## src/rtl/core/lsf_pkg.sv

```systemverilog
`timescale 1ns / 1ps
// Shared types, widths and constants of the limited second-order setpoint filter.
// No dependencies; imported by every module of the core.
package lsf_pkg;

    // Structure
    localparam int AXES       = 3;
    localparam int NUM_GOALS  = 3;
    localparam int REP_AXES   = (AXES < NUM_GOALS) ? AXES : NUM_GOALS;
    localparam int FRAC_BITS  = 16;
    localparam int DT_BITS    = 16;

    // Field widths
    localparam int POS_W      = 27;
    localparam int VEL_W      = 24;
    localparam int ACC_W      = 24;
    localparam int W_W        = 24;
    localparam int CAP_W      = 23;
    localparam int DT_W       = 16;
    localparam int SQ_W       = 2 * W_W;
    localparam int W2_W       = 32;
    localparam int W2H_W      = W2_W - FRAC_BITS;
    localparam int ERR_W      = POS_W + 1;
    localparam int MA_W       = 26;
    localparam int MB_W       = 28;
    localparam int PROD_W     = 50;
    localparam int SUM_W      = 46;
    localparam int VS_W       = VEL_W + 1;
    localparam int PS_W       = POS_W + 1;

    // Stream and register port widths
    localparam int IN_W       = 104;
    localparam int OUT_W      = 160;
    localparam int ADDR_W     = 5;
    localparam int DATA_W     = 32;

    // Limits
    localparam logic signed [POS_W-1:0] POS_LIM   = 27'sd65536000;
    localparam logic [DT_W-1:0]         DT_FLOOR  = 16'd66;
    localparam logic [W_W-1:0]          OMEGA_MIN = 24'd4116;
    localparam logic [W_W-1:0]          OMEGA_MAX = 24'd16711680;
    localparam logic [CAP_W-1:0]        ACC_MIN   = 23'd655;
    localparam logic [CAP_W-1:0]        ACC_MAX   = 23'd6553600;
    localparam logic [CAP_W-1:0]        SPD_MIN   = 23'd3277;
    localparam logic [CAP_W-1:0]        SPD_MAX   = 23'd6553600;

    // Register map (index = paddr[4:2])
    typedef enum logic [2:0] {
        REG_GOAL_X    = 3'd0,
        REG_GOAL_Y    = 3'd1,
        REG_GOAL_Z    = 3'd2,
        REG_OMEGA     = 3'd3,
        REG_ACCEL_CAP = 3'd4,
        REG_SPEED_CAP = 3'd5
    } reg_idx_t;

    // Request kinds carried on s_tuser
    typedef enum logic {
        ACT_INIT = 1'b0,
        ACT_STEP = 1'b1
    } action_t;

    // Sequencer steps, shared by the coefficient unit and the lanes
    typedef enum logic [3:0] {
        ST_IDLE,
        ST_LOAD,
        ST_COEF,
        ST_SQUARE,
        ST_MUL_LO,
        ST_MUL_HI,
        ST_MUL_DAMP,
        ST_ACC,
        ST_MUL_ADT,
        ST_VEL,
        ST_MUL_VDT,
        ST_POS,
        ST_EMIT
    } seq_state_t;

    // Per-item coefficients broadcast to all lanes
    typedef struct packed {
        logic [FRAC_BITS-1:0] w2_lo;
        logic [W2H_W-1:0]     w2_hi;
        logic [W_W:0]         w_dbl;
        logic [CAP_W-1:0]     acc_cap;
        logic [CAP_W-1:0]     spd_cap;
        logic [DT_W-1:0]      dt;
    } coef_t;

endpackage

```

## src/rtl/core/lsf_lane.sv

```systemverilog
`timescale 1ns / 1ps
// One axis lane: holds shaped position and velocity, runs the filter update
// over sequenced steps on one shared multiplier. Depends on lsf_pkg.
module lsf_lane
    import lsf_pkg::*;
(
    input  logic                    clk,
    input  logic                    rst_n,
    input  seq_state_t              step,
    input  coef_t                   coef,
    input  logic signed [POS_W-1:0] goal,
    input  logic signed [POS_W-1:0] meas,
    output logic signed [POS_W-1:0] pos,
    output logic signed [VEL_W-1:0] vel
);

    logic signed [POS_W-1:0]  pos_reg;
    logic signed [VEL_W-1:0]  vel_reg;
    logic signed [PROD_W-1:0] p_reg;
    logic signed [SUM_W-1:0]  t_reg;
    logic signed [SUM_W-1:0]  s_reg;
    logic signed [ACC_W-1:0]  acc_reg;

    logic signed [POS_W-1:0]  pos_next;
    logic signed [VEL_W-1:0]  vel_next;
    logic signed [ACC_W-1:0]  acc_next;
    logic signed [POS_W-1:0]  meas_sat;

    logic signed [ERR_W-1:0]  err;
    logic signed [MA_W-1:0]   mul_a;
    logic signed [MB_W-1:0]   mul_b;
    logic signed [PROD_W-1:0] mul_a_x;
    logic signed [PROD_W-1:0] mul_b_x;
    logic signed [PROD_W-1:0] prod;
    logic signed [PROD_W-1:0] p_shift;
    logic signed [SUM_W-1:0]  acc_raw;
    logic signed [SUM_W-1:0]  acc_hi;
    logic signed [VS_W-1:0]   vel_sum;
    logic signed [VS_W-1:0]   vel_hi;
    logic signed [PS_W-1:0]   pos_sum;

    assign err = ERR_W'(goal) - ERR_W'(pos_reg);

    // multiplier operand select per step
    always_comb
    begin
        case (step)
            ST_MUL_LO:
            begin
                mul_a = MA_W'($signed({1'b0, coef.w2_lo}));
                mul_b = MB_W'(err);
            end
            ST_MUL_HI:
            begin
                mul_a = MA_W'($signed({1'b0, coef.w2_hi}));
                mul_b = MB_W'(err);
            end
            ST_MUL_DAMP:
            begin
                mul_a = MA_W'($signed({1'b0, coef.w_dbl}));
                mul_b = MB_W'(vel_reg);
            end
            ST_MUL_ADT:
            begin
                mul_a = MA_W'(acc_reg);
                mul_b = MB_W'($signed({1'b0, coef.dt}));
            end
            ST_MUL_VDT:
            begin
                mul_a = MA_W'(vel_reg);
                mul_b = MB_W'($signed({1'b0, coef.dt}));
            end
            default:
            begin
                mul_a = '0;
                mul_b = '0;
            end
        endcase
        mul_a_x = PROD_W'(mul_a);
        mul_b_x = PROD_W'(mul_b);
        prod    = mul_a_x * mul_b_x;
    end

    // combine and clamp; arithmetic shift gives floor rounding
    always_comb
    begin
        p_shift = p_reg >>> FRAC_BITS;

        acc_raw = s_reg - SUM_W'(p_shift);
        acc_hi  = SUM_W'($signed({1'b0, coef.acc_cap}));
        if (acc_raw > acc_hi)
            acc_next = ACC_W'(acc_hi);
        else if (acc_raw < -acc_hi)
            acc_next = ACC_W'(-acc_hi);
        else
            acc_next = ACC_W'(acc_raw);

        vel_sum = VS_W'(vel_reg) + VS_W'(p_reg >>> DT_BITS);
        vel_hi  = VS_W'($signed({1'b0, coef.spd_cap}));
        if (vel_sum > vel_hi)
            vel_next = VEL_W'(vel_hi);
        else if (vel_sum < -vel_hi)
            vel_next = VEL_W'(-vel_hi);
        else
            vel_next = VEL_W'(vel_sum);

        pos_sum = PS_W'(pos_reg) + PS_W'(p_reg >>> DT_BITS);
        if (pos_sum > PS_W'(POS_LIM))
            pos_next = POS_LIM;
        else if (pos_sum < -PS_W'(POS_LIM))
            pos_next = -POS_LIM;
        else
            pos_next = POS_W'(pos_sum);

        if (meas > POS_LIM)
            meas_sat = POS_LIM;
        else if (meas < -POS_LIM)
            meas_sat = -POS_LIM;
        else
            meas_sat = meas;
    end

    // working registers of the update
    always_ff @(posedge clk)
    begin
        case (step)
            ST_MUL_LO, ST_MUL_ADT, ST_MUL_VDT:
            begin
                p_reg <= prod;
            end
            ST_MUL_HI:
            begin
                p_reg <= prod;
                t_reg <= SUM_W'(p_shift);
            end
            ST_MUL_DAMP:
            begin
                p_reg <= prod;
                s_reg <= SUM_W'(p_reg) + t_reg;
            end
            ST_ACC:
            begin
                acc_reg <= acc_next;
            end
            default:
            begin
            end
        endcase
    end

    // axis state
    always_ff @(posedge clk or negedge rst_n)
    begin
        if (!rst_n)
        begin
            pos_reg <= '0;
            vel_reg <= '0;
        end
        else
        begin
            case (step)
                ST_LOAD:
                begin
                    pos_reg <= meas_sat;
                    vel_reg <= '0;
                end
                ST_VEL:
                begin
                    vel_reg <= vel_next;
                end
                ST_POS:
                begin
                    pos_reg <= pos_next;
                end
                default:
                begin
                end
            endcase
        end
    end

    assign pos = pos_reg;
    assign vel = vel_reg;

endmodule

```

## config.mk

```make
export PLATFORM = sky130hd
export DESIGN_NAME = lsf_lane
export DESIGN_NICKNAME = d
export VERILOG_FILES = /design/src/rtl/core/lsf_pkg.sv /design/src/rtl/core/lsf_lane.sv
export SDC_FILE = /design/constraint.sdc
export NUM_CORES = 2
export LEC_CHECK = 0
export ABC_AREA = 1
export BUFFER_PORTS_ARGS = -buffer_cell sky130_fd_sc_hd__buf_4
export CAP_MARGIN = 40
export CORE_UTILIZATION = 40
export DETAILED_ROUTE_END_ITERATION = 8
export PLACE_DENSITY = 0.57
export SLEW_MARGIN = 10
export SYNTH_ARGS = -nofsm -noshare
export SYNTH_HDL_FRONTEND = slang
export SYNTH_SLANG_ARGS = --single-unit
```

## constraint.sdc

```tcl
create_clock -name clk -period 9 [get_ports clk]
set_clock_uncertainty 0.1 [all_clocks]
set_input_delay 2.25 -clock clk [delete_from_list [all_inputs] [get_ports clk]]
set_output_delay 2.25 -clock clk [all_outputs]
set_load 0.03 [all_outputs]
```

==> metrics.md <==
| Metric | Value |
|---|---|
| Status | finished with violations |
| Failing checks | setup timing |
| Num ports | 230 |
| Final wirelength | 207600 microns |
| Finished Core Util | 51.52% |
| Worst-margin pin slew | 0.7585 ns |
| Placed Cells | 9004 |
| Floorplan row count | 127 |
| Max-slew violation count | 0 |
| GP Congestion | 1.029 |
| Final #Nets | 8837 |
| Syn nets | 7953 |
| Top post-synthesis cells by area | fa_1 (30%), nand2_1 (12%), ha_1 (11%) |
| Max-cap violations | 0 |
| DRT antenna net count | 0 |
| Worst Path Max Fanout | 5 |
| Max VDD drop | 0.2094 mV |
| Synth Instances | 6621 |
| Clock root buffer | clkbuf_16 |
| Cell Pwr Density | 196.7 nW/um^2 |
| Non-Filler Instances | 9142 |
| Largest register FFs | 50 |
| GRT Overall Usage | 33.52% |
| CTS tree | done |
| Synth warnings | 0 |
| CP most frequent cell | inv_2 |
| FILL cells | 11930 |
| Hold path cells | 1 |
| Reg2Reg Depth | 40 |
| Most used DFF post-synth | edfxtp_1 |
| First-pass GRT wire length | 304000 microns |
| Initial antenna violation count | 13 |
| EDFF count, synth | 154 |
| Die H | 351.6 microns |
| DR vias | 47710 |
| Element type at the critical path start | primary input |
| Max-slew headroom | 49.43% |
| Worst skew pair latency | 0.62 ns |
| DRT iter0 DRCs | 3943 |
| Drt wl/cell | 22.71 microns |
| CTS Buffer Depth | 3 |
| Vias in the first global route | 47030 |
| Critical path class | in -> reg |
| H-tree depth | 1 |
| Avg Inst Size Synth | 7.383 sq um |
| Fin worst setup slack | -0.6125 ns |
| Commonest cells in the netlist | nand2_1 (1616), inv_1 (1427), fa_1 (722), nor2_1 (621), ha_1 (431) |
| CP Capture Type | flip-flop |
| Critical Path RT | 9.27 ns |
| Post-Syn Area | 48890 sq um |
| Detailed Routing Iterations Pass 1 | 6 |
| Sink Count | 205 |
| Critical path's slowest cell | fa_1 |
| Endpoints failing setup | 31 |
| Final period util | 106.8% |
| Die ar. | 123600 sq um |
| Syn-to-layout area delta | 27.12% |
| RSZ-0062 raised after global routing | true |
| Seq cells post-synth | 205 |
| Slowest Stage Delay on Critical Path | 0.57 ns |
| Clk slew on worst S/H paths | 0.06 ns |
| Synth cell types | 66 |
| Inserted Clock Buffers | 27 |
| Synth top area share | 29.57% |
| Pleak | 0.03178 uW |
| DRC errors left | 0 |
| Routed vias/inst | 5.219 |
| Final Hold Vio Count | 0 |
| Hpwl dp | 178900 microns |
| Initial Util | 40.53% |
| Power Total | 12220 uW |
| Period minus WS final | 9.613 ns |
| Overflow after GRT | 0 |
| CP arrival | 9.88 ns |
| Hold WS | 0.4299 ns |
| Fin Setup TNS | -13.46 ns |
| PortBufs | 229 |
| Fmax | 104.0 MHz |
| Synth area leader | fa_1 |
| Async set-reset flop share out of synthesis | 24.88% |
| Largest net degree at the start of global routing | 52 |
| Die X-Extent | 351.6 microns |
| Core Region | 120600 sq um |
| Hold Path Class | reg -> reg |
| Layout cell share with drive strength beyond 1 | 20.67% |
| Most frequent cell after synthesis | nand2_1 |
| Post-synthesis sequential area ratio | 12.07% |
==> repair_timing <==
action,4_1_cts,5_1_grt
hold buffers,0,0
cloned,5,0
setup endpoints to repair,32,32
resized for setup,314,182
setup buffers,52,36
pin swaps,97,132
==> layout make-up <==
cell class                      count  area [sq um]  share of cell area [%]
Antenna cell                        4         10.01                 0.01611
Clock buffer                       31         690.7                   1.111
Clock inverter                     19         291.5                  0.4691
Inverter                         1454          5555                   8.940
Multi-Input combinational cell   4810         39020                   62.79
Sequential cell                   205          5901                   9.495
Tap cell                         1612          2017                   3.246
Timing Repair Buffer             1007          8658                   13.93
==> worst max-delay path: cells and delay by family <==
family | cells | cell delay [ns]
simple gates | 11 | 1.24
xor+xnor | 1 | 0.20
fa+ha+maj | 10 | 4.30
buf+inv | 14 | 1.01
compound gates | 5 | 0.85
==> path summary, 6_finish.rpt <==
check	start	slack, ns	endpoint
worst max-delay path	goal[0]	-0.61	p_reg[49]
worst min-delay path	t_reg[0]	0.43	s_reg[0]
worst max register to register	pos[5]	0.56	p_reg[49]
worst min register to register	t_reg[0]	0.43	s_reg[0]
max in group asynchronous	rst_n	6.68	pos[0]
min in group asynchronous	rst_n	1.60	vel[20]
==> layout by cell type, fill, tap and decap left out, types with 24 or more instances in the layout <==
cell type  instances
nand4_1           91
nand2_1         1535
inv_1           1363
buf_4            886
nor2_2            59
ha_1             381
nor3_1            35
o21ai_1           24
dfrtp_1           51
xor2_1           128
nand3_1          254
a21oi_1          321
nor2_1           561
edfxtp_1         154
fa_1             675
buf_6             42
a21oi_2           48
o21ai_0          162
nand2_4           27
nand2_2           63
fa_2              47
inv_2             68
clkbuf_16         27
ha_4              50
xnor2_1           54
buf_12            64
==> per-stage QoR <==
| step | worst slack [ns] | area [sq um] |
|---|---|---|
| 3_5_place_dp | -1.671 | 58610 |
| 2_1_floorplan | -0.4279 | 49730 |
| 3_3_place_gp | -1.639 | 58570 |
| 5_1_grt | -0.9203 | 62140 |
| 4_1_cts | -0.5303 | 61260 |
| 6_report | -0.6125 | 62140 |
==> routing by layer <==
layer  vias up  GRT usage (%)  wire length [microns]
met3       347          4.731                  13820
met1     23460          44.87                  89240
li1      22230              -                      -
met4        10          12.12                   8762
met5         -              0                     65
met2      1669          55.08                  95750
==> report_power, final <==
part           total [uW]  internal (uW)  switching, uW  leakage (uW)
Combinational        9460           3440           6020        0.0293
Sequential           1530           1280            252       0.00205
Clock                1230            754            479      0.000467
Total               12200           5470           6750        0.0318
==> logic make-up (layout without fill, tap and decap cells) <==
kind of cell	after synthesis	count (layout)	synth area share (%)
other	0	4	0
DFF	205	205	12.07
AOI/OAI and AO/OA	743	743	8.487
xor gates and xnor gates	193	193	3.512
buffers and inverters	1606	2511	12.56
adders and majority gates	1153	1153	40.60
and+or+nand+nor	2721	2721	22.78
(Power assumes the default switching activity.)
