`src/rtl/core/lsf_pkg.sv`:
```
`timescale 1ns / 1ps
// Shared types, widths and constants of the limited second-order setpoint filter.
// No dependencies; imported by every module of the core.
package lsf_pkg;

    // Structure
    localparam int AXES       = 3;
    localparam int NUM_GOALS  = 3;
    localparam int REP_AXES   = (AXES < NUM_GOALS) ? AXES : NUM_GOALS;
    localparam int FRAC_BITS  = 16;
    localparam int DT_BITS    = 16;

    // Field widths
    localparam int POS_W      = 27;
    localparam int VEL_W      = 24;
    localparam int ACC_W      = 24;
    localparam int W_W        = 24;
    localparam int CAP_W      = 23;
    localparam int DT_W       = 16;
    localparam int SQ_W       = 2 * W_W;
    localparam int W2_W       = 32;
    localparam int W2H_W      = W2_W - FRAC_BITS;
    localparam int ERR_W      = POS_W + 1;
    localparam int MA_W       = 26;
    localparam int MB_W       = 28;
    localparam int PROD_W     = 50;
    localparam int SUM_W      = 46;
    localparam int VS_W       = VEL_W + 1;
    localparam int PS_W       = POS_W + 1;

    // Stream and register port widths
    localparam int IN_W       = 104;
    localparam int OUT_W      = 160;
    localparam int ADDR_W     = 5;
    localparam int DATA_W     = 32;

    // Limits
    localparam logic signed [POS_W-1:0] POS_LIM   = 27'sd65536000;
    localparam logic [DT_W-1:0]         DT_FLOOR  = 16'd66;
    localparam logic [W_W-1:0]          OMEGA_MIN = 24'd4116;
    localparam logic [W_W-1:0]          OMEGA_MAX = 24'd16711680;
    localparam logic [CAP_W-1:0]        ACC_MIN   = 23'd655;
    localparam logic [CAP_W-1:0]        ACC_MAX   = 23'd6553600;
    localparam logic [CAP_W-1:0]        SPD_MIN   = 23'd3277;
    localparam logic [CAP_W-1:0]        SPD_MAX   = 23'd6553600;

    // Register map (index = paddr[4:2])
    typedef enum logic [2:0] {
        REG_GOAL_X    = 3'd0,
        REG_GOAL_Y    = 3'd1,
        REG_GOAL_Z    = 3'd2,
        REG_OMEGA     = 3'd3,
        REG_ACCEL_CAP = 3'd4,
        REG_SPEED_CAP = 3'd5
    } reg_idx_t;

    // Request kinds carried on s_tuser
    typedef enum logic {
        ACT_INIT = 1'b0,
        ACT_STEP = 1'b1
    } action_t;

    // Sequencer steps, shared by the coefficient unit and the lanes
    typedef enum logic [3:0] {
        ST_IDLE,
        ST_LOAD,
        ST_COEF,
        ST_SQUARE,
        ST_MUL_LO,
        ST_MUL_HI,
        ST_MUL_DAMP,
        ST_ACC,
        ST_MUL_ADT,
        ST_VEL,
        ST_MUL_VDT,
        ST_POS,
        ST_EMIT
    } seq_state_t;

    // Per-item coefficients broadcast to all lanes
    typedef struct packed {
        logic [FRAC_BITS-1:0] w2_lo;
        logic [W2H_W-1:0]     w2_hi;
        logic [W_W:0]         w_dbl;
        logic [CAP_W-1:0]     acc_cap;
        logic [CAP_W-1:0]     spd_cap;
        logic [DT_W-1:0]      dt;
    } coef_t;

endpackage

```
`src/rtl/core/lsf_coef.sv`:
```
`timescale 1ns / 1ps
// Coefficient unit: clamps bandwidth and limits, floors dt, squares omega.
// Depends on lsf_pkg.
module lsf_coef
    import lsf_pkg::*;
(
    input  logic             clk,
    input  seq_state_t       step,
    input  logic [W_W-1:0]   omega,
    input  logic [CAP_W-1:0] accel_cap,
    input  logic [CAP_W-1:0] speed_cap,
    input  logic [DT_W-1:0]  elapsed,
    output coef_t            coef
);

    logic [W_W-1:0]   w_reg;
    logic [CAP_W-1:0] acc_reg;
    logic [CAP_W-1:0] spd_reg;
    logic [DT_W-1:0]  dt_reg;
    logic [W2_W-1:0]  w2_reg;

    logic [W_W-1:0]   w_clamp;
    logic [CAP_W-1:0] acc_clamp;
    logic [CAP_W-1:0] spd_clamp;
    logic [DT_W-1:0]  dt_floor;
    logic [SQ_W-1:0]  w_sq;

    // range limits on the configured values, dt floor and omega square
    always_comb
    begin
        w_clamp   = (omega < OMEGA_MIN) ? OMEGA_MIN :
                    ((omega > OMEGA_MAX) ? OMEGA_MAX : omega);
        acc_clamp = (accel_cap < ACC_MIN) ? ACC_MIN :
                    ((accel_cap > ACC_MAX) ? ACC_MAX : accel_cap);
        spd_clamp = (speed_cap < SPD_MIN) ? SPD_MIN :
                    ((speed_cap > SPD_MAX) ? SPD_MAX : speed_cap);
        dt_floor  = (elapsed < DT_FLOOR) ? DT_FLOOR : elapsed;
        w_sq      = SQ_W'(w_reg) * SQ_W'(w_reg);
    end

    // latch limits first, square omega on the following step
    always_ff @(posedge clk)
    begin
        case (step)
            ST_COEF:
            begin
                w_reg   <= w_clamp;
                acc_reg <= acc_clamp;
                spd_reg <= spd_clamp;
                dt_reg  <= dt_floor;
            end
            ST_SQUARE:
            begin
                w2_reg <= w_sq[FRAC_BITS +: W2_W];
            end
            default:
            begin
            end
        endcase
    end

    assign coef.w2_lo   = w2_reg[FRAC_BITS-1:0];
    assign coef.w2_hi   = w2_reg[W2_W-1:FRAC_BITS];
    assign coef.w_dbl   = {w_reg, 1'b0};
    assign coef.acc_cap = acc_reg;
    assign coef.spd_cap = spd_reg;
    assign coef.dt      = dt_reg;

endmodule

```
`config.mk`:
```
export PLATFORM = sky130hd
export DESIGN_NAME = lsf_coef
export DESIGN_NICKNAME = d
export VERILOG_FILES = /design/src/rtl/core/lsf_pkg.sv /design/src/rtl/core/lsf_coef.sv
export SDC_FILE = /design/constraint.sdc
export NUM_CORES = 1
export LEC_CHECK = 0
export BUFFER_PORTS_ARGS = -buffer_cell sky130_fd_sc_hd__buf_2
export CAP_MARGIN = 0
export CORE_ASPECT_RATIO = 0.9
export CORE_MARGIN = 1.5
export CORE_UTILIZATION = 55
export DETAILED_ROUTE_END_ITERATION = 8
export GPL_TIMING_DRIVEN = 0
export PLACE_DENSITY = 0.76
export SLEW_MARGIN = 0
export SYNTH_ARGS = -nofsm -noshare
export SYNTH_HDL_FRONTEND = slang
export SYNTH_SLANG_ARGS = --single-unit
```
`constraint.sdc`:
```
create_clock -name clk -period 13.2 [get_ports clk]
set_clock_uncertainty 0.1 [all_clocks]
set_input_delay 3.3 -clock clk [delete_from_list [all_inputs] [get_ports clk]]
set_output_delay 3.3 -clock clk [all_outputs]
set_load 0.02 [all_outputs]
```
==> flow_metrics.tcl, run 1 <==
set metrics [dict create \
    outcome "finished clean" \
    synth_fa_ha_area_share_pct 52.73 \
    crit_cells 24 \
    area_growth_pct 11.55 \
    drive_above_1_share_pct 11.95 \
    crit_family "adder cells" \
    maxSlewHeadroom_pct 9.556 \
    timing.final.crit_period_ps 9658 \
    dp.cells 2712 \
    maxCapViolations 0 \
    grt_pass1_vias 16190 \
    drcViolationCount 0 \
    start_util_pct 55.89 \
    muxShareOfSynthArea_pct 0.1050 \
    port_buffers 208 \
    cp_common_cell "fa_1" \
    die_h_um 185.1 \
    slowest_delay_ps 1010 \
    cp.required_ps 13380 \
    numCtsBuffers 17 \
    grt_max_degree 17 \
    cts_setup_buffers 0 \
    start_kind "flip-flop" \
    vias 14630 \
    hold_viol 0 \
    die_width_um 205.3 \
    synthesis.nets 2706 \
    synth_xor_area_share_pct 1.772 \
    synth_seq_area_share_pct 17.49 \
    cts_tree "yes" \
    cts_hold_buf 0 \
    fill_cells 2896 \
    grt_usage_pct 30.10 \
    critPathSlowestCell "a311oi_2" \
    arrival_ps 9840 \
    nets 2945 \
    netlist_top_cells_area "fa_1 (42%), edfxtp_1 (17%), ha_1 (11%)" \
    final.period_utilization_pct 73.17 \
    htree_levels 4 \
    num_io_pins 210 \
    yosys_warnings 0 \
    first_pass_iters 6 \
    dp_hpwl_um 44520 \
    final_cells 2746 \
    busiest_layer "met2" \
    core_um2 36250 \
    grt_pass1_wl_um 85140 \
    use_met3_pct 7.899 \
    min_path_type "flip-flop to flip-flop" \
    met2_usage_pct 49.82 \
    synth_top_family_by_area "adder cells" \
    design_area_um2 22600 \
    routabilityCongestion 0.9601 \
    avgSynthCellArea_um2 10.05 \
    crit_path_max_fanout 10 \
    via_per_inst 5.328 \
    worstMarginPinSlew_ps 1322 \
    rsz0062_at_grt "false" \
    dieArea_um2 38000 \
    synth_cell_types 62 \
    synth_edf_count 118 \
    cts.clk_slew.worst_paths_ps 70 \
    cts_sinks 118 \
    place_area_um2 22020 \
    largest_register_ff_count 32 \
    ys_seq_elements 118 \
    postSynth.asyncResetShare_pct 0 \
    grt_antenna_before_repair 1 \
    synth_top_cell_area_share_pct 41.99 \
    rows 66 \
    cp_cell_sequence "clkbuf_1 -> clkbuf_1 -> nand2_1 -> fa_1 -> inv_1 -> fa_1 -> fa_1 -> inv_1 -> fa_1 -> inv_1 -> fa_1 -> fa_1 -> inv_1 -> fa_1 -> inv_1 -> ha_1 -> a21oi_1 -> o21ai_0 -> a311oi_2 -> a2111oi_0 -> o21ai_0 -> a21oi_1 -> or4b_1 -> o2111ai_1" \
    yosys_most_used_dff "edfxtp_1" \
    synth.cell_area_um2 20260 \
    crit_path_end_kind "flip-flop" \
    clk-insertion-delay-late_ps 450 \
    drt_wl_total_um 52950 \
    worstRegToRegCells 24 \
    fin_ws_ps 3542 \
    fmax_ghz 0.1035 \
    synth-compound-area-share_pct 3.692 \
    cts_root_buf "clkbuf_16" \
    dp_slack_ps 3801 \
    drt_iter0_drc 1108 \
    wl_per_cell_um 19.28 \
    grt_use_met1_pct 37.16 \
    antenna_left 0 \
    setup_viol 0 \
    synthCells 2016 \
    worst-path-buf-inv 7 \
    synth-simple-area-share_pct 11.87 \
    whs_path_depth 3 \
    criticalPathCategory "flip-flop to flip-flop" \
    layout_common_cells "inv_1 (579), fa_1 (425), buf_2 (208)" \
    overflow 0 \
    cts_resized 0 \
    clk_path_buf_depth 2 \
    drv_slew 0 \
    synth_area_leader_cell "fa_1" \
    final_common_cell "inv_1" \
]
-- Yosys cell counts (8+ instances only) --
| master | count |
|---|---|
| inv_1 | 579 |
| fa_1 | 425 |
| nand2_1 | 201 |
| ha_1 | 174 |
| and2_1 | 134 |
| edfxtp_1 | 118 |
| clkbuf_1 | 77 |
| nor2_1 | 40 |
| a21oi_1 | 38 |
| and3_1 | 28 |
| xnor2_1 | 25 |
| o21ai_0 | 23 |
| xor2_1 | 16 |
| nand3_1 | 13 |
| nand4_1 | 13 |
| nor3_1 | 12 |
| a21o_1 | 11 |
| nor4_1 | 9 |
| nor2b_1 | 8 |
-- worst paths after layout --
kind | start | slack (ps) | endpoint
worst max register to register | w_reg[18]$_SDFFCE_PP0N_ | 3540 | w2_reg[18]$_DFFE_PN_
worst max-delay path | w_reg[18]$_SDFFCE_PP0N_ | 3540 | w2_reg[18]$_DFFE_PN_
worst min register to register | w_reg[23]$_SDFFCE_PP0N_ | 1040 | w2_reg[31]$_DFFE_PN_
worst min-delay path | w_reg[23]$_SDFFCE_PP0N_ | 1040 | w2_reg[31]$_DFFE_PN_
-- worst register-to-register path, cell delays in order, from the launching register on --
cell and delay [ps]:
edfxtp_1 420, clkbuf_1 600, clkbuf_1 640, nand2_1 250, fa_1 560, inv_1 50, fa_1 490, fa_1 550
inv_1 60, fa_1 510, inv_1 60, fa_1 500, fa_1 500, inv_1 60, fa_1 470, inv_1 40
ha_1 380, a21oi_1 270, o21ai_0 250, a311oi_2 1010, a2111oi_0 530, o21ai_0 380, a21oi_1 170, or4b_1 520
o2111ai_1 120
-- through the flow --
| stage | setup TNS (ps) | utilization, % | hold slack (ps) |
|---|---|---|---|
| finish | 0 | 62.35 | 1040 |
| global route | 0 | 62.34 | 1019 |
| CTS | 0 | 62.34 | 994.5 |
| detailed placement | 0 | 60.75 | 982.1 |
| global placement | -343980 | 60.41 | 961.5 |
| floorplan | 0 | - | 847.6 |
-- final cells by class --
class / instances / area, um^2 / area share [%]
buffer: 83 / 322.8 / 1.428
inverter: 579 / 2173 / 9.615
clock buffer: 17 / 425.4 / 1.882
multi-input combinational: 1236 / 14240 / 63.02
clock inverter: 15 / 150.1 / 0.6643
timing repair buffer: 220 / 1142 / 5.054
antenna: 2 / 5.005 / 0.02214
tap: 476 / 595.6 / 2.635
sequential: 118 / 3543 / 15.68
-- cell families after synthesis --
kind of cell             after synthesis
adder cells (fa/ha/maj)              599
multiplexers                           2
other                                  1
AND/OR/NAND/NOR                      480
XOR/XNOR                              41
flip-flops                           118
buffers and inverters                662
AO/OA/AOI/OAI                        113
-- metal layers --
layer | routed length (um) | part of all wire [%] | vias to the layer above
li1 | - | - | 6507
met1 | 20150 | 38 | 7328
met2 | 25500 | 48 | 621
met3 | 4719 | 8.9 | 172
met4 | 2564 | 4.8 | 2
met5 | 17 | 0.032 | -
Power of run 1 is not shown: default switching activity piles up to over one toggle a cycle in this logic, so the estimate is an artifact.
==> inputs of run 2 (changes only) <==
--- a/config.mk
+++ b/config.mk
@@ -12,7 +12,7 @@
 export CORE_UTILIZATION = 55
 export DETAILED_ROUTE_END_ITERATION = 8
 export GPL_TIMING_DRIVEN = 0
-export PLACE_DENSITY = 0.76
+export PLACE_DENSITY = 0.73
 export SLEW_MARGIN = 0
 export SYNTH_ARGS = -nofsm -noshare
 export SYNTH_HDL_FRONTEND = slang
==> constraint.sdc (replaced) <==
create_clock -name clk -period 9.7 [get_ports clk]
set_clock_uncertainty 0.1 [all_clocks]
set_input_delay 2.425 -clock clk [delete_from_list [all_inputs] [get_ports clk]]
set_output_delay 2.425 -clock clk [all_outputs]
set_load 0.02 [all_outputs]
==> run 2 against run 1 <==
Effect of this change: wire length up 0.66%; global-route usage is 0.30 points higher; critical path type unchanged; setup slack got worse by 3300 ps; utilization up 0.12 points; fmax is 2.3% higher.
==> flow_metrics.tcl, run 2 (synthesis gave the netlist of run 1 again) <==
set metrics [dict create \
    clk_path_buf_depth 2 \
    dp_hpwl_um 44660 \
    port_buffers 208 \
    drt_wl_total_um 53300 \
    num_io_pins 210 \
    grt_usage_pct 30.39 \
    final.period_utilization_pct 97.29 \
    cp.required_ps 9800 \
    maxSlewHeadroom_pct 13.67 \
    reg2reg_slack_ps 260 \
    overflow 0 \
    rsz0062_at_grt "false" \
    slowest_delay_ps 1050 \
    start_util_pct 55.89 \
    first_pass_iters 6 \
    grt_pass1_wl_um 85970 \
    die_width_um 205.3 \
    die_h_um 185.1 \
    cts_hold_buf 0 \
    grt_antenna_before_repair 1 \
    rows 66 \
    antenna_left 0 \
    layout_common_cells "inv_1 (579), fa_1 (425), buf_2 (208)" \
    timing.final.crit_period_ps 9437 \
    drt_iter0_drc 1097 \
    via_per_inst 5.352 \
    cts_root_buf "clkbuf_16" \
    outcome "finished clean" \
    cp-endpoint "w2_reg[21]$_DFFE_PN_" \
    crit_path_end_kind "flip-flop" \
    r2r_start "w_reg[18]$_SDFFCE_PP0N_" \
    nets 2941 \
    clk-insertion-delay-late_ps 450 \
    setup_viol 0 \
    dieArea_um2 38000 \
    grt_pass1_vias 16040 \
    cts_sinks 118 \
    drive_above_1_share_pct 11.79 \
    core_um2 36250 \
    largest_register_ff_count 32 \
    routabilityCongestion 0.9599 \
    hold_viol 0 \
    maxCapViolations 0 \
    cp_common_cell "fa_1" \
    htree_levels 4 \
    dp_slack_ps 322.7 \
    crit_start "w_reg[18]$_SDFFCE_PP0N_" \
    vias 14670 \
    critPathSlowestCell "a21oi_1" \
    arrival_ps 9530 \
    drv_slew 0 \
    wl_per_cell_um 19.45 \
    rr_endpoint "w2_reg[21]$_DFFE_PN_" \
    cts.clk_slew.worst_paths_ps 70 \
    grt_max_degree 17 \
    drcViolationCount 0 \
    worstMarginPinSlew_ps 1295 \
    whs_path_depth 3 \
    fin_ws_ps 262.8 \
    numCtsBuffers 17 \
    start_kind "flip-flop" \
    criticalPathCategory "flip-flop to flip-flop" \
    final_common_cell "inv_1" \
    area_growth_pct 11.76 \
    crit_path_max_fanout 10 \
    cts_tree "yes" \
    worstRegToRegCells 24 \
    cp_cell_sequence "clkbuf_1 -> clkbuf_1 -> nand2_1 -> fa_1 -> inv_1 -> fa_1 -> fa_1 -> inv_1 -> fa_1 -> inv_1 -> fa_1 -> fa_1 -> inv_1 -> fa_1 -> inv_1 -> ha_1 -> a21oi_1 -> o21ai_0 -> a21oi_1 -> a21oi_1 -> and3_1 -> o21a_1 -> a21o_1 -> xor2_1" \
    min_path_type "flip-flop to flip-flop" \
    fmax_ghz 0.1060 \
]
-- run 2: changes by cell type in the layout (fill, tap and decap cells not counted), moves of 2 or more --
cell        delta
buf_4         -10
buf_6          +4
buf_8          +2
bufinv_16      +2
clkinvlp_4     +2
inv_8          -3
-- run 2: metrics by stage --
stage          setup TNS [ps]  cell area, um^2  instances  hold WS [ps]  util [%]
6_report                    0            22650       2741         996.3     62.47
4_1_cts                     0            22630       2740          1014     62.41
3_3_place_gp           -28340            21910       2700         981.7     60.43
2_1_floorplan               0            20270       2016         847.6         -
5_1_grt                     0            22640       2740          1024     62.46
3_5_place_dp                0            22030       2708         999.3     60.77
-- run 2: worst min path at each step --
| stage | startpoint | end | slack, ps |
|---|---|---|---|
| 2_1_floorplan | w_reg[23]$_SDFFCE_PP0N_ | w2_reg[31]$_DFFE_PN_ | 850 |
| 3_3_place_gp | w_reg[23]$_SDFFCE_PP0N_ | w2_reg[31]$_DFFE_PN_ | 980 |
| 3_5_place_dp | w_reg[23]$_SDFFCE_PP0N_ | w2_reg[31]$_DFFE_PN_ | 1000 |
| 4_1_cts | w_reg[23]$_SDFFCE_PP0N_ | w2_reg[31]$_DFFE_PN_ | 1010 |
| 5_1_grt | w_reg[23]$_SDFFCE_PP0N_ | w2_reg[31]$_DFFE_PN_ | 1020 |
| 6_report | w_reg[23]$_SDFFCE_PP0N_ | w2_reg[31]$_DFFE_PN_ | 1000 |
-- run 2: metal layers --
layer / vias to the layer above / track usage (%) / share of wire (%)
li1: 6505 / - / -
met1: 7330 / 37.93 / 37
met2: 678 / 51.74 / 49
met3: 155 / 7.090 / 9.7
met4: 2 / 11.12 / 3.9
met5: - / 0 / 0.024
-- run 2: final cells by class --
type	count	area, um^2
multi-input combinational	1236	14270
fill	3006	13610
sequential	118	3543
inverter	579	2173
timing repair buffer	216	1142
tap	476	595.6
clock buffer	18	429.2
buffer	83	322.8
clock inverter	14	166.4
antenna	1	2.502
-- run 2: critical path, delay by kind of cell, from the launching register on --
family	cells	cell delay, ps
and+or+nand+nor	2	620
buffers and inverters	7	1540
DFF	1	390
xor gates and xnor gates	1	150
AOI/OAI and AO/OA	6	2400
adders and majority gates	8	3970
-- run 2: timing repair --
item	4_1_cts	5_1_grt
resized for setup	0	3
setup buffers	0	0
endpoints found under the setup margin	0	3
Power of run 2 is left out for the same reason.
